<file path="config.mk">
export PLATFORM = sky130hd
export DESIGN_NAME = julian_day_converter
export DESIGN_NICKNAME = d
export VERILOG_FILES = /design/src/hdl/jdc_pkg.sv /design/src/hdl/julian_day_converter.sv /design/src/hdl/jdc_date_to_jdn.sv /design/src/hdl/jdc_jdn_to_date.sv /design/src/hdl/jdc_out_skid.sv
export VERILOG_INCLUDE_DIRS = /design/src /design/src/hdl
export SDC_FILE = /design/constraint.sdc
export NUM_CORES = 2
export LEC_CHECK = 0
export BUFFER_PORTS_ARGS = -buffer_cell sky130_fd_sc_hd__buf_2
export CAP_MARGIN = 40
export CELL_PAD_IN_SITES_DETAIL_PLACEMENT = 0
export CELL_PAD_IN_SITES_GLOBAL_PLACEMENT = 2
export CORE_MARGIN = 10
export CORE_UTILIZATION = 46
export CTS_CLUSTER_DIAMETER = 80
export DETAILED_ROUTE_END_ITERATION = 8
export PLACE_DENSITY_LB_ADDON = 0.1
export SYNTH_ARGS = -nofsm -noshare
export SYNTH_HDL_FRONTEND = slang
export SYNTH_HIERARCHICAL = 1
export SYNTH_SLANG_ARGS = --single-unit
</file>
<file path="constraint.sdc">
create_clock -name clk -period 12.9 [get_ports clk]
set_input_delay 1.935 -clock clk [delete_from_list [all_inputs] [get_ports clk]]
set_output_delay 1.935 -clock clk [all_outputs]
set_load 0.01 [all_outputs]
</file>
<file path="src/hdl/assert_macros.svh">
// assertion helpers, clocked on clk and disabled while rst_n is low
`ifndef ASSERT_MACROS_SVH
`define ASSERT_MACROS_SVH

`ifndef ASSERT_OFF

// same-cycle implication
`define ASSERT_IMP(lbl, ante, cons) \
    lbl: assert property (@(posedge clk) disable iff (!rst_n) (ante) |-> (cons)) \
        else $error("assertion failed");

// next-cycle implication
`define ASSERT_NEXT(lbl, ante, cons) \
    lbl: assert property (@(posedge clk) disable iff (!rst_n) (ante) |=> (cons)) \
        else $error("assertion failed");

`else

`define ASSERT_IMP(lbl, ante, cons)
`define ASSERT_NEXT(lbl, ante, cons)

`endif

`endif

</file>
<file path="src/hdl/jdc_pkg.sv">
package jdc_pkg;

    // register stages from input to the last pipeline stage
    localparam int PIPE_DEPTH = 7;

    // date to day number
    localparam logic [12:0] YEAR_OFFSET   = 13'd4800;
    localparam logic [13:0] RECIP_DIV25   = 14'd5243;     // 2^17 / 25, rounded up
    localparam logic [8:0]  DAYS_PER_YEAR = 9'd365;
    localparam logic [22:0] JDN_BIAS_FWD  = 23'd32045;

    // day number to date
    localparam logic [23:0] JDN_BIAS_REV  = 24'd32044;
    localparam logic [26:0] RECIP_CYCLE   = 27'd120414424; // 2^44 / 146097, rounded up
    localparam logic [17:0] DAYS_CYCLE    = 18'd146097;
    localparam logic [18:0] RECIP_QUAD    = 19'd367469;    // 2^29 / 1461, rounded up
    localparam logic [10:0] DAYS_QUAD     = 11'd1461;
    localparam logic [11:0] RECIP_MONTH   = 12'd3427;      // 2^19 / 153, rounded up
    localparam logic [6:0]  YEARS_CENTURY = 7'd100;
    localparam logic [15:0] YEAR_BIAS_REV = 16'd4800;

    typedef struct packed {
        logic [22:0] jdn;
        logic [4:0]  day;
        logic [3:0]  month;
        logic [15:0] year;
    } result_t;

    // days before month m of a march-based year, (153*m + 2) / 5
    function automatic logic [8:0] month_days(input logic [3:0] m);
        logic [8:0] r;
        case (m)
            4'd0:    r = 9'd0;
            4'd1:    r = 9'd31;
            4'd2:    r = 9'd61;
            4'd3:    r = 9'd92;
            4'd4:    r = 9'd122;
            4'd5:    r = 9'd153;
            4'd6:    r = 9'd184;
            4'd7:    r = 9'd214;
            4'd8:    r = 9'd245;
            4'd9:    r = 9'd275;
            4'd10:   r = 9'd306;
            4'd11:   r = 9'd337;
            4'd12:   r = 9'd367;
            4'd13:   r = 9'd398;
            4'd14:   r = 9'd428;
            4'd15:   r = 9'd459;
            default: r = 9'd0;
        endcase
        return r;
    endfunction

endpackage

</file>
<file path="src/hdl/julian_day_converter.sv">
// throughput: one conversion per cycle while the skid register is empty, set by the seven-stage pipeline in which
//   every division is a reciprocal multiply followed by a register
// reset: rst_n clears the stage valid bits and the output and skid valid flags;
//   data registers are not reset
module julian_day_converter (
    input  logic        clk,
    input  logic        rst_n,
    input  logic        in_valid,
    output logic        in_stall,
    input  logic        mode,
    input  logic [4:0]  day_in,
    input  logic [3:0]  month_in,
    input  logic [13:0] year_in,
    input  logic [22:0] jdn_in,
    output logic        out_valid,
    input  logic        out_stall,
    output logic [22:0] jdn_out,
    output logic [4:0]  day_out,
    output logic [3:0]  month_out,
    output logic [15:0] year_out
);
    import jdc_pkg::*;

    `include "assert_macros.svh"

    // whole pipeline moves together; it freezes only while the skid
    // register holds a beat, so the stall toward the source is a flop
    logic                  advance;
    logic [PIPE_DEPTH-1:0] v_reg;
    logic [PIPE_DEPTH-1:0] mode_reg;

    assign in_stall = !advance;

    always_ff @(posedge clk or negedge rst_n)
    begin
        if (!rst_n)
        begin
            v_reg <= '0;
        end
        else if (advance)
        begin
            v_reg <= {v_reg[PIPE_DEPTH-2:0], in_valid};
        end
    end

    // mode travels beside the data to pick the result at the end
    always_ff @(posedge clk)
    begin
        if (advance)
        begin
            mode_reg <= {mode_reg[PIPE_DEPTH-2:0], mode};
        end
    end

    // both directions are computed for every beat, same depth each
    logic [22:0] fwd_jdn;
    logic [4:0]  rev_day;
    logic [3:0]  rev_month;
    logic [15:0] rev_year;

    jdc_date_to_jdn u_fwd (
        .clk      (clk),
        .en       (advance),
        .day_in   (day_in),
        .month_in (month_in),
        .year_in  (year_in),
        .jdn      (fwd_jdn)
    );

    jdc_jdn_to_date u_rev (
        .clk    (clk),
        .en     (advance),
        .jdn_in (jdn_in),
        .day    (rev_day),
        .month  (rev_month),
        .year   (rev_year)
    );

    // fields the selected direction does not produce go out as zero
    logic    last_mode;
    result_t pipe_res;
    result_t out_res;

    assign last_mode      = mode_reg[PIPE_DEPTH-1];
    assign pipe_res.jdn   = last_mode ? 23'd0 : fwd_jdn;
    assign pipe_res.day   = last_mode ? rev_day : 5'd0;
    assign pipe_res.month = last_mode ? rev_month : 4'd0;
    assign pipe_res.year  = last_mode ? rev_year : 16'd0;

    jdc_out_skid u_skid (
        .clk        (clk),
        .rst_n      (rst_n),
        .pipe_valid (v_reg[PIPE_DEPTH-1]),
        .pipe_res   (pipe_res),
        .advance    (advance),
        .out_valid  (out_valid),
        .out_stall  (out_stall),
        .out_res    (out_res)
    );

    assign jdn_out   = out_res.jdn;
    assign day_out   = out_res.day;
    assign month_out = out_res.month;
    assign year_out  = out_res.year;

    // a frozen pipeline keeps its valid bits
    `ASSERT_NEXT(a_frozen_valid, !advance, $stable(v_reg))
    // a date beat carries no day number
    `ASSERT_IMP(a_date_no_jdn, out_valid && (month_out != 4'd0), jdn_out == 23'd0)
    // a day-number beat carries no date, and a decoded date is in range
    `ASSERT_IMP(a_jdn_no_date, out_valid && (month_out == 4'd0),
                (day_out == 5'd0) && (year_out == 16'd0))
    `ASSERT_IMP(a_date_range, out_valid && (month_out != 4'd0),
                (month_out <= 4'd12) && (day_out != 5'd0))

endmodule

</file>
<file path="src/hdl/jdc_date_to_jdn.sv">
module jdc_date_to_jdn (
    input  logic        clk,
    input  logic        en,
    input  logic [4:0]  day_in,
    input  logic [3:0]  month_in,
    input  logic [13:0] year_in,
    output logic [22:0] jdn
);
    import jdc_pkg::*;

    // stage 1: march-based year and month
    logic        shift;
    logic [14:0] y_next, y_reg;
    logic [3:0]  m_next, m_reg;
    logic [4:0]  day_reg;

    assign shift  = (month_in <= 4'd2);
    assign y_next = {1'b0, year_in} + {2'b0, YEAR_OFFSET} - {14'b0, shift};
    assign m_next = shift ? month_in + 4'd9 : month_in - 4'd3;

    // stage 2: year days, quarter year, divide by 25 product, day plus month days
    logic [12:0] q4_next, q4_reg;
    logic [26:0] p100_full;
    logic [25:0] p100_reg;
    logic [23:0] y365_full;
    logic [22:0] y365_reg;
    logic [9:0]  dm_next, dm_reg;

    assign q4_next   = y_reg[14:2];
    assign p100_full = q4_next * RECIP_DIV25;
    assign y365_full = y_reg * DAYS_PER_YEAR;
    assign dm_next   = {5'b0, day_reg} + {1'b0, month_days(m_reg)};

    // stage 3: leap day corrections and bias
    logic [8:0]  q100;
    logic [6:0]  q400;
    logic [22:0] n_next;
    logic [22:0] n_reg [3:PIPE_DEPTH];

    assign q100   = p100_reg[25:17];
    assign q400   = q100[8:2];
    assign n_next = y365_reg + {13'b0, dm_reg} + {10'b0, q4_reg} - {14'b0, q100}
                    + {16'b0, q400} - JDN_BIAS_FWD;

    always_ff @(posedge clk)
    begin
        if (en)
        begin
            y_reg    <= y_next;
            m_reg    <= m_next;
            day_reg  <= day_in;
            q4_reg   <= q4_next;
            p100_reg <= p100_full[25:0];
            y365_reg <= y365_full[22:0];
            dm_reg   <= dm_next;
            n_reg[3] <= n_next;
            for (int i = 4; i <= PIPE_DEPTH; i++)
            begin
                n_reg[i] <= n_reg[i-1];
            end
        end
    end

    assign jdn = n_reg[PIPE_DEPTH];

endmodule

</file>
<file path="src/hdl/jdc_jdn_to_date.sv">
module jdc_jdn_to_date (
    input  logic        clk,
    input  logic        en,
    input  logic [22:0] jdn_in,
    output logic [4:0]  day,
    output logic [3:0]  month,
    output logic [15:0] year
);
    import jdc_pkg::*;

    // stage 1: biased day number
    logic [23:0] a_next, a1_reg, a2_reg, a3_reg;
    logic [25:0] x1_next, x1_reg;

    assign a_next  = {1'b0, jdn_in} + JDN_BIAS_REV;
    assign x1_next = {a_next, 2'b11};

    // stage 2: century quotient by reciprocal
    logic [52:0] p1_next, p1_reg;

    assign p1_next = x1_reg * RECIP_CYCLE;

    // stage 3: days consumed by whole centuries
    logic [7:0]  b_next, b_reg;
    logic [25:0] pb_next, pb_reg;

    assign b_next  = p1_reg[51:44];
    assign pb_next = b_next * DAYS_CYCLE;

    // stage 4: day within century, year quotient product
    logic [23:0] c_diff;
    logic [15:0] c_next, c4_reg, c5_reg;
    logic [17:0] x2;
    logic [36:0] p2_next, p2_reg;
    logic [14:0] yb_next, yb4_reg, yb5_reg, yb6_reg;

    assign c_diff  = a3_reg - pb_reg[25:2];
    assign c_next  = c_diff[15:0];
    assign x2      = {c_next, 2'b11};
    assign p2_next = x2 * RECIP_QUAD;
    assign yb_next = b_reg * YEARS_CENTURY;

    // stage 5: year within century and its days
    logic [6:0]  d_next, d5_reg, d6_reg;
    logic [17:0] pd_next, pd_reg;

    assign d_next  = p2_reg[35:29];
    assign pd_next = d_next * DAYS_QUAD;

    // stage 6: day of year, month quotient product
    logic [15:0] e_diff;
    logic [8:0]  e_next, e_reg;
    logic [10:0] x3;
    logic [22:0] p3_next, p3_reg;

    assign e_diff  = c5_reg - pd_reg[17:2];
    assign e_next  = e_diff[8:0];
    assign x3      = {e_next, 2'b00} + {2'b00, e_next} + 11'd2;
    assign p3_next = x3 * RECIP_MONTH;

    // stage 7: calendar fields
    logic [3:0]  m;
    logic        wrap;
    logic [8:0]  day_full;
    logic [4:0]  day_next, day_reg;
    logic [3:0]  month_next, month_reg;
    logic [15:0] year_next, year_reg;

    assign m          = p3_reg[22:19];
    assign wrap       = (m >= 4'd10);
    assign day_full   = e_reg - month_days(m) + 9'd1;
    assign day_next   = day_full[4:0];
    assign month_next = wrap ? m - 4'd9 : m + 4'd3;
    assign year_next  = {1'b0, yb6_reg} + {9'b0, d6_reg} - YEAR_BIAS_REV + {15'b0, wrap};

    always_ff @(posedge clk)
    begin
        if (en)
        begin
            a1_reg    <= a_next;
            x1_reg    <= x1_next;
            a2_reg    <= a1_reg;
            p1_reg    <= p1_next;
            a3_reg    <= a2_reg;
            b_reg     <= b_next;
            pb_reg    <= pb_next;
            c4_reg    <= c_next;
            yb4_reg   <= yb_next;
            p2_reg    <= p2_next;
            c5_reg    <= c4_reg;
            yb5_reg   <= yb4_reg;
            d5_reg    <= d_next;
            pd_reg    <= pd_next;
            e_reg     <= e_next;
            yb6_reg   <= yb5_reg;
            d6_reg    <= d5_reg;
            p3_reg    <= p3_next;
            day_reg   <= day_next;
            month_reg <= month_next;
            year_reg  <= year_next;
        end
    end

    assign day   = day_reg;
    assign month = month_reg;
    assign year  = year_reg;

endmodule

</file>
<file path="src/hdl/jdc_out_skid.sv">
module jdc_out_skid (
    input  logic             clk,
    input  logic             rst_n,
    input  logic             pipe_valid,
    input  jdc_pkg::result_t pipe_res,
    output logic             advance,
    output logic             out_valid,
    input  logic             out_stall,
    output jdc_pkg::result_t out_res
);
    import jdc_pkg::*;

    `include "assert_macros.svh"

    logic    out_valid_reg;
    logic    full_reg;
    logic    take;
    result_t out_res_reg;
    result_t skid_res_reg;

    assign take = out_valid_reg && !out_stall;

    always_ff @(posedge clk or negedge rst_n)
    begin
        if (!rst_n)
        begin
            out_valid_reg <= 1'b0;
            full_reg      <= 1'b0;
        end
        else if (full_reg)
        begin
            if (take)
            begin
                full_reg <= 1'b0;
            end
        end
        else if (!out_valid_reg || take)
        begin
            out_valid_reg <= pipe_valid;
        end
        else if (pipe_valid)
        begin
            full_reg <= 1'b1;
        end
    end

    always_ff @(posedge clk)
    begin
        if (full_reg)
        begin
            if (take)
            begin
                out_res_reg <= skid_res_reg;
            end
        end
        else if (!out_valid_reg || take)
        begin
            out_res_reg <= pipe_res;
        end
        else
        begin
            skid_res_reg <= pipe_res;
        end
    end

    assign advance   = !full_reg;
    assign out_valid = out_valid_reg;
    assign out_res   = out_res_reg;

    // skid only fills behind a stalled output beat
    `ASSERT_IMP(a_skid_fill_cause, $rose(full_reg), $past(out_valid_reg && out_stall))
    `ASSERT_IMP(a_skid_behind_out, full_reg, out_valid_reg)

endmodule

</file>
[Yosys cells after proc, flatten, opt, wreduce, memory -nomap -nowiden]
Memories as Yosys holds them, arrays and structs flattened. A register that Yosys moved wholly into a read port is not among the register bits.
Cells that the tools add are included.
Word-level totals
  register bits: 510
  RAM bits: 115
  memory bits (read-only): 288
  input port bits: 51
  output and inout port bits: 50
  logic and storage cells: 101
  memories: 3
Cells by class
  add/sub/neg operators: 22
  multiply operators: 8
  magnitude comparators: 2
  equal/unequal tests: 1
  multiplexer cells: 16
  bitwise gates (word level): 2
  reduce and logical (&&, ||, !) cells: 8
Memory list
  (name not given): depth 16, bits a word 9, rd ports 1, clocked after Yosys merged registers in 1, write ports 0, line jdc_pkg.sv:32  | case (m)
  (name not given): depth 16, bits a word 9, rd ports 1, clocked after Yosys merged registers in 1, write ports 0, line jdc_pkg.sv:32
  u_fwd.n_reg: depth 5, bits a word 23, rd ports 5, clocked after Yosys merged registers in 0, write ports 5, line jdc_date_to_jdn.sv:38  | logic [22:0] n_reg [3:PIPE_DEPTH];
Operators by type and width (number)
  2-to-1 mux 48 bit: 3
  multiplier 26 x 24 -> 49 bit (second input constant): 1
  multiplier 18 x 19 -> 36 bit (second input constant): 1
  multiplier 13 x 13 -> 26 bit (second input constant): 1
  adder 23 x 15 -> 24 bit (second input constant): 1
  adder 23 x 10 -> 23 bit: 1
  adder 23 x 13 -> 23 bit: 1
  adder 23 x 7 -> 23 bit: 1
  multiplier 11 x 12 -> 23 bit (second input constant): 1
  multiplier 15 x 9 -> 23 bit (second input constant): 1
  2-to-1 mux 23 bit: 1
  subtractor 23 x 15 -> 23 bit (second input constant): 1
  subtractor 23 x 9 -> 23 bit: 1
  2-to-1 mux 4 bit: 5
  multiplier 8 x 18 -> 18 bit (second input constant): 1
  adder 15 x 7 -> 16 bit: 1
  adder 16 x 1 -> 16 bit: 1
  2-to-1 mux 16 bit: 1
  subtractor 16 x 13 -> 16 bit (second input constant): 1
  subtractor 16 bit: 1
  adder 14 x 13 -> 15 bit (second input constant): 1
  subtractor 15 x 1 -> 15 bit: 1
  multiplier 8 x 5 -> 13 bit (second input constant): 1
  adder 11 x 2 -> 11 bit (second input constant): 1
  21 further kinds: 29

[Depth between registers and ports, before layout]
  depth after elaboration: 5
  mapped depth: 38
  gate-level depth less buffers: 38

[By module]
Netlist, hierarchy kept.
By module, submodules not included
  jdc_jdn_to_date: times used 1, cells each 2427, area an instance 28100.7 um^2, sequential area each 6316.1 um^2
  jdc_date_to_jdn: times used 1, cells each 1229, area an instance 14819.2 um^2, sequential area each 6005.8 um^2
  jdc_out_skid: times used 1, cells each 161, area an instance 3792.4 um^2, sequential area each 2932.8 um^2
  julian_day_converter: times used 1, cells each 76, area an instance 853.3 um^2, sequential area each 385.4 um^2

[Worst setup path after synthesis]
Ideal clock, no wire load.
  kind: register -> output
  from: reg u_skid.full_reg
  to: out in_stall
  data arrival time: 9.326 ns
  required time: 10.965 ns
  setup slack: 1.639 ns
  cell stages (with the launch flop): 6
  buffers on the path: 3
  cells stage by stage: dfrtp_1 buf_6 buf_6 inv_1 buf_6 inv_1
RTL lines
  start, declared: line jdc_out_skid.sv:16  | logic full_reg;
  start signal, assigned: line jdc_out_skid.sv:28  | full_reg <= 1'b0;
  start signal, assigned: line jdc_out_skid.sv:34  | full_reg <= 1'b0;
  start signal, assigned: line jdc_out_skid.sv:43  | full_reg <= 1'b1;
  end, declared: line julian_day_converter.sv:9  | output logic in_stall,
No word-level cell between the ends.

==> impl_metrics.ini <==
[synthesis]
netlist-cell-type-count = 93
mappedNetlistArea_mm2 = 0.0476
synth_commonest_cells = sky130_fd_sc_hd__inv_1, sky130_fd_sc_hd__ha_1, sky130_fd_sc_hd__fa_1
synth-warning-count = 6
synth.most_common_cell = sky130_fd_sc_hd__inv_1
synth_largest_type_area_fraction_pct = 31.8
ys_seq_elements = 527
post_synth_arst_share_pct = 1.71
synth_area_leaders = sky130_fd_sc_hd__edfxtp_1, sky130_fd_sc_hd__fa_1, sky130_fd_sc_hd__ha_1
ys_dominant_reg_cell = sky130_fd_sc_hd__edfxtp_1
post_synth.cell_area_avg_um2 = 12.2
synth-edff-count = 504
yosysSeqAreaShare_pct = 32.9
netlist.top_cell.by_area = sky130_fd_sc_hd__edfxtp_1
synth_fp_nets = 5275
synthesis.instances = 3893

[hold_path]
hold_critical_path_endpoint = u_rev/yb6_reg[12]$_DFFE_PP_
worstHoldPathType = reg -> reg
min_path_cells = 0
min_from = u_rev/yb5_reg[12]$_DFFE_PP_

[global_route]
grt_overflow_total = 0
global_route_wire_length_before_repair_um = 153000
grtUsageTotal_pct = 16.3
grt_start_max_net_pins = 113
number_of_antenna_violations_at_the_first_check_in_global_routing = 2
grt_pass1_vias = 28300

[critical_path]
cpMaxStageDelayCell = sky130_fd_sc_hd__xor2_1
reg2reg_path_depth = 32
data_arrival_time_of_the_critical_path_ns = 9.76
highest_net_fanout_along_the_worst_path = 7
worst_r2r_startpoint = u_rev/c5_reg[0]$_DFFE_PP_
cp-start-kind = flip-flop
worst-r2r-setup-slack_ns = 3.67
required_ns = 13.43
worst-setup-path-type = reg -> reg
critPathCaptureType = flip-flop
worst_path_largest_cell_delay_ns = 0.59

[route]
detail_route.drc_violations = 0
ant_nets = 0
avgViaCountPerCell = 4.82
route.detailed.wl_per_inst_um = 16.7
dr_total_vias = 26300
drtIter0Drc = 1066
postRouteWirelength_um = 91300
detailedRoute.firstPassIterationCount = 5

[clocking]
clock_sinks = 527
numCtsBuffers = 57
clock_slew_at_reported_path_ffs_ns = 0.06
cts_setup_buffers = 0
clock_tree_from_tritoncts = yes
h-tree-depth = 2
ctsResizeCount = 0
clkLatencyLatePin_ns = 0.65
cts_hold_repair.buffers = 0
ctsRootBufferMaster = sky130_fd_sc_hd__clkbuf_16
clock_path_buffers = 3

[cells_and_area]
n_antenna_cell = 0
area_growth_syn_to_layout_pct = 8.87
register_area_mm2 = 0.0156
largest_reg_flops = 115
nets = 5430
multi_input_comb_area_mm2 = 0.0281
drive_above_1_share_pct = 7.06
fillCellCount = 9211

[timing]
setup_tns_ns = 0
timing.fmax_mhz = 108
worstMarginPinSlew_ns = 0.849
min_period_ns = 9.23
report.final.hold_viol_count = 0
post-route-period-util_pct = 71.5
setup_viol = 0
timing.max_slew.rel_slack_pct = 42.7
clock_skew_ns = 0.0549
timing_max_transition_violations_final = 0
unrepaired_setup_endpoints_after_global_routing = no

[run_status]
status = finished clean

[job]
cap_viol_max_count = 0

[die]
dieArea_mm2 = 0.117
chipWidth_um = 342
core.rowCount = 117
boundaryPins = 101
floorplan.initialDensity_pct = 46.6
floorplan.die.height_um = 342
core_area_mm2 = 0.102

[placement]
place_congestion = 0.840
placement.io_buffers = 100
detailedPlacementHpwl_um = 76000
==> layout make-up <==
| cell class | count | area share, % |
|---|---|---|
| timing repair buffer | 118 | 1.33 |
| clock buffer | 65 | 2.81 |
| inverter | 962 | 6.99 |
| clock inverter | 39 | 1.04 |
| tap | 1368 | 3.31 |
| sequential | 527 | 30.2 |
| multi-input combinational | 2382 | 54.3 |
==> layer usage <==
layer | track usage (%) | routed length, um | vias up
li1 | - | - | 13200
met1 | 24.3 | 46800 | 12800
met2 | 25.7 | 40700 | 293
met3 | 1.87 | 2660 | 78
met4 | 2.59 | 1140 | 0
met5 | 0 | 0 | -
==> kinds of logic (layout without fill, tap and decap cells) <==
logic type                 after synthesis  count (layout)  share of synthesized area (%)
AOI/OAI and AO/OA                      401             401                           5.69
xor gates and xnor gates               196             196                           3.65
adders and majority gates             1331            1331                           43.6
buffers and inverters                  984            1184                           8.01
DFF                                    527             527                           32.9
muxes                                   68              68                           1.99
and+or+nand+nor                        386             386                           4.17
==> layout by cell type (no fill, tap or decap), drive strengths merged, types with 11 or more instances in the layout <==
master    n
clkbuf   65
nand3    35
nand2b   20
o21a     20
dfxtp    14
edfxtp  504
xor2     52
a221oi   11
buf     118
a21oi   118
fa      544
a21o     58
inv     964
o21bai   20
o21ai    60
a31oi    12
ha      787
nand2    72
nand4    14
and2     30
mux2i    11
mux2     57
a211oi   21
nor2     87
xnor2   143
and3     13
nor3     30
clkinv   23
nor2b    47
==> worst max path at each step <==
stage	from	to	slack [ns]
4_1_cts	u_rev/c5_reg[0]$_DFFE_PP_	flip-flop	3.58
3_3_place_gp	u_rev/c5_reg[0]$_DFFE_PP_	flip-flop	3.83
2_1_floorplan	u_skid/full_reg$_DFF_PN0_	in_stall	1.64
6_report	u_rev/c5_reg[0]$_DFFE_PP_	flip-flop	3.67
3_5_place_dp	u_rev/c5_reg[0]$_DFFE_PP_	flip-flop	3.63
5_1_grt	u_rev/c5_reg[0]$_DFFE_PP_	flip-flop	2.76
==> worst max-delay path, delay by kind of cell (launching register included) <==
kind	cells	cell delay, ns
adder cells (fa/ha/maj)	10	4.00
buffers and inverters	4	0.27
multiplexers	1	0.22
AO/OA/AOI/OAI	13	3.27
XOR/XNOR	1	0.59
flip-flops	1	0.35
AND/OR/NAND/NOR	3	0.44
==> stage by stage <==
stage | cell area (um^2) | hold WS (ns) | cells | util [%] | setup slack (ns)
after floorplan | 47600 | 0.400 | 3893 | - | 1.64
after global placement | 49700 | 0.400 | 5354 | 48.7 | 3.83
after detailed placement | 49800 | 0.405 | 5357 | 48.7 | 3.63
after CTS | 51800 | 0.393 | 5461 | 50.7 | 3.58
after global routing | 51800 | 0.393 | 5461 | 50.7 | 2.76
final | 51800 | 0.391 | 5461 | 50.7 | 3.67
Power is not shown: default switching activity piles up to over one toggle a cycle in this logic, so the estimate is an artifact.
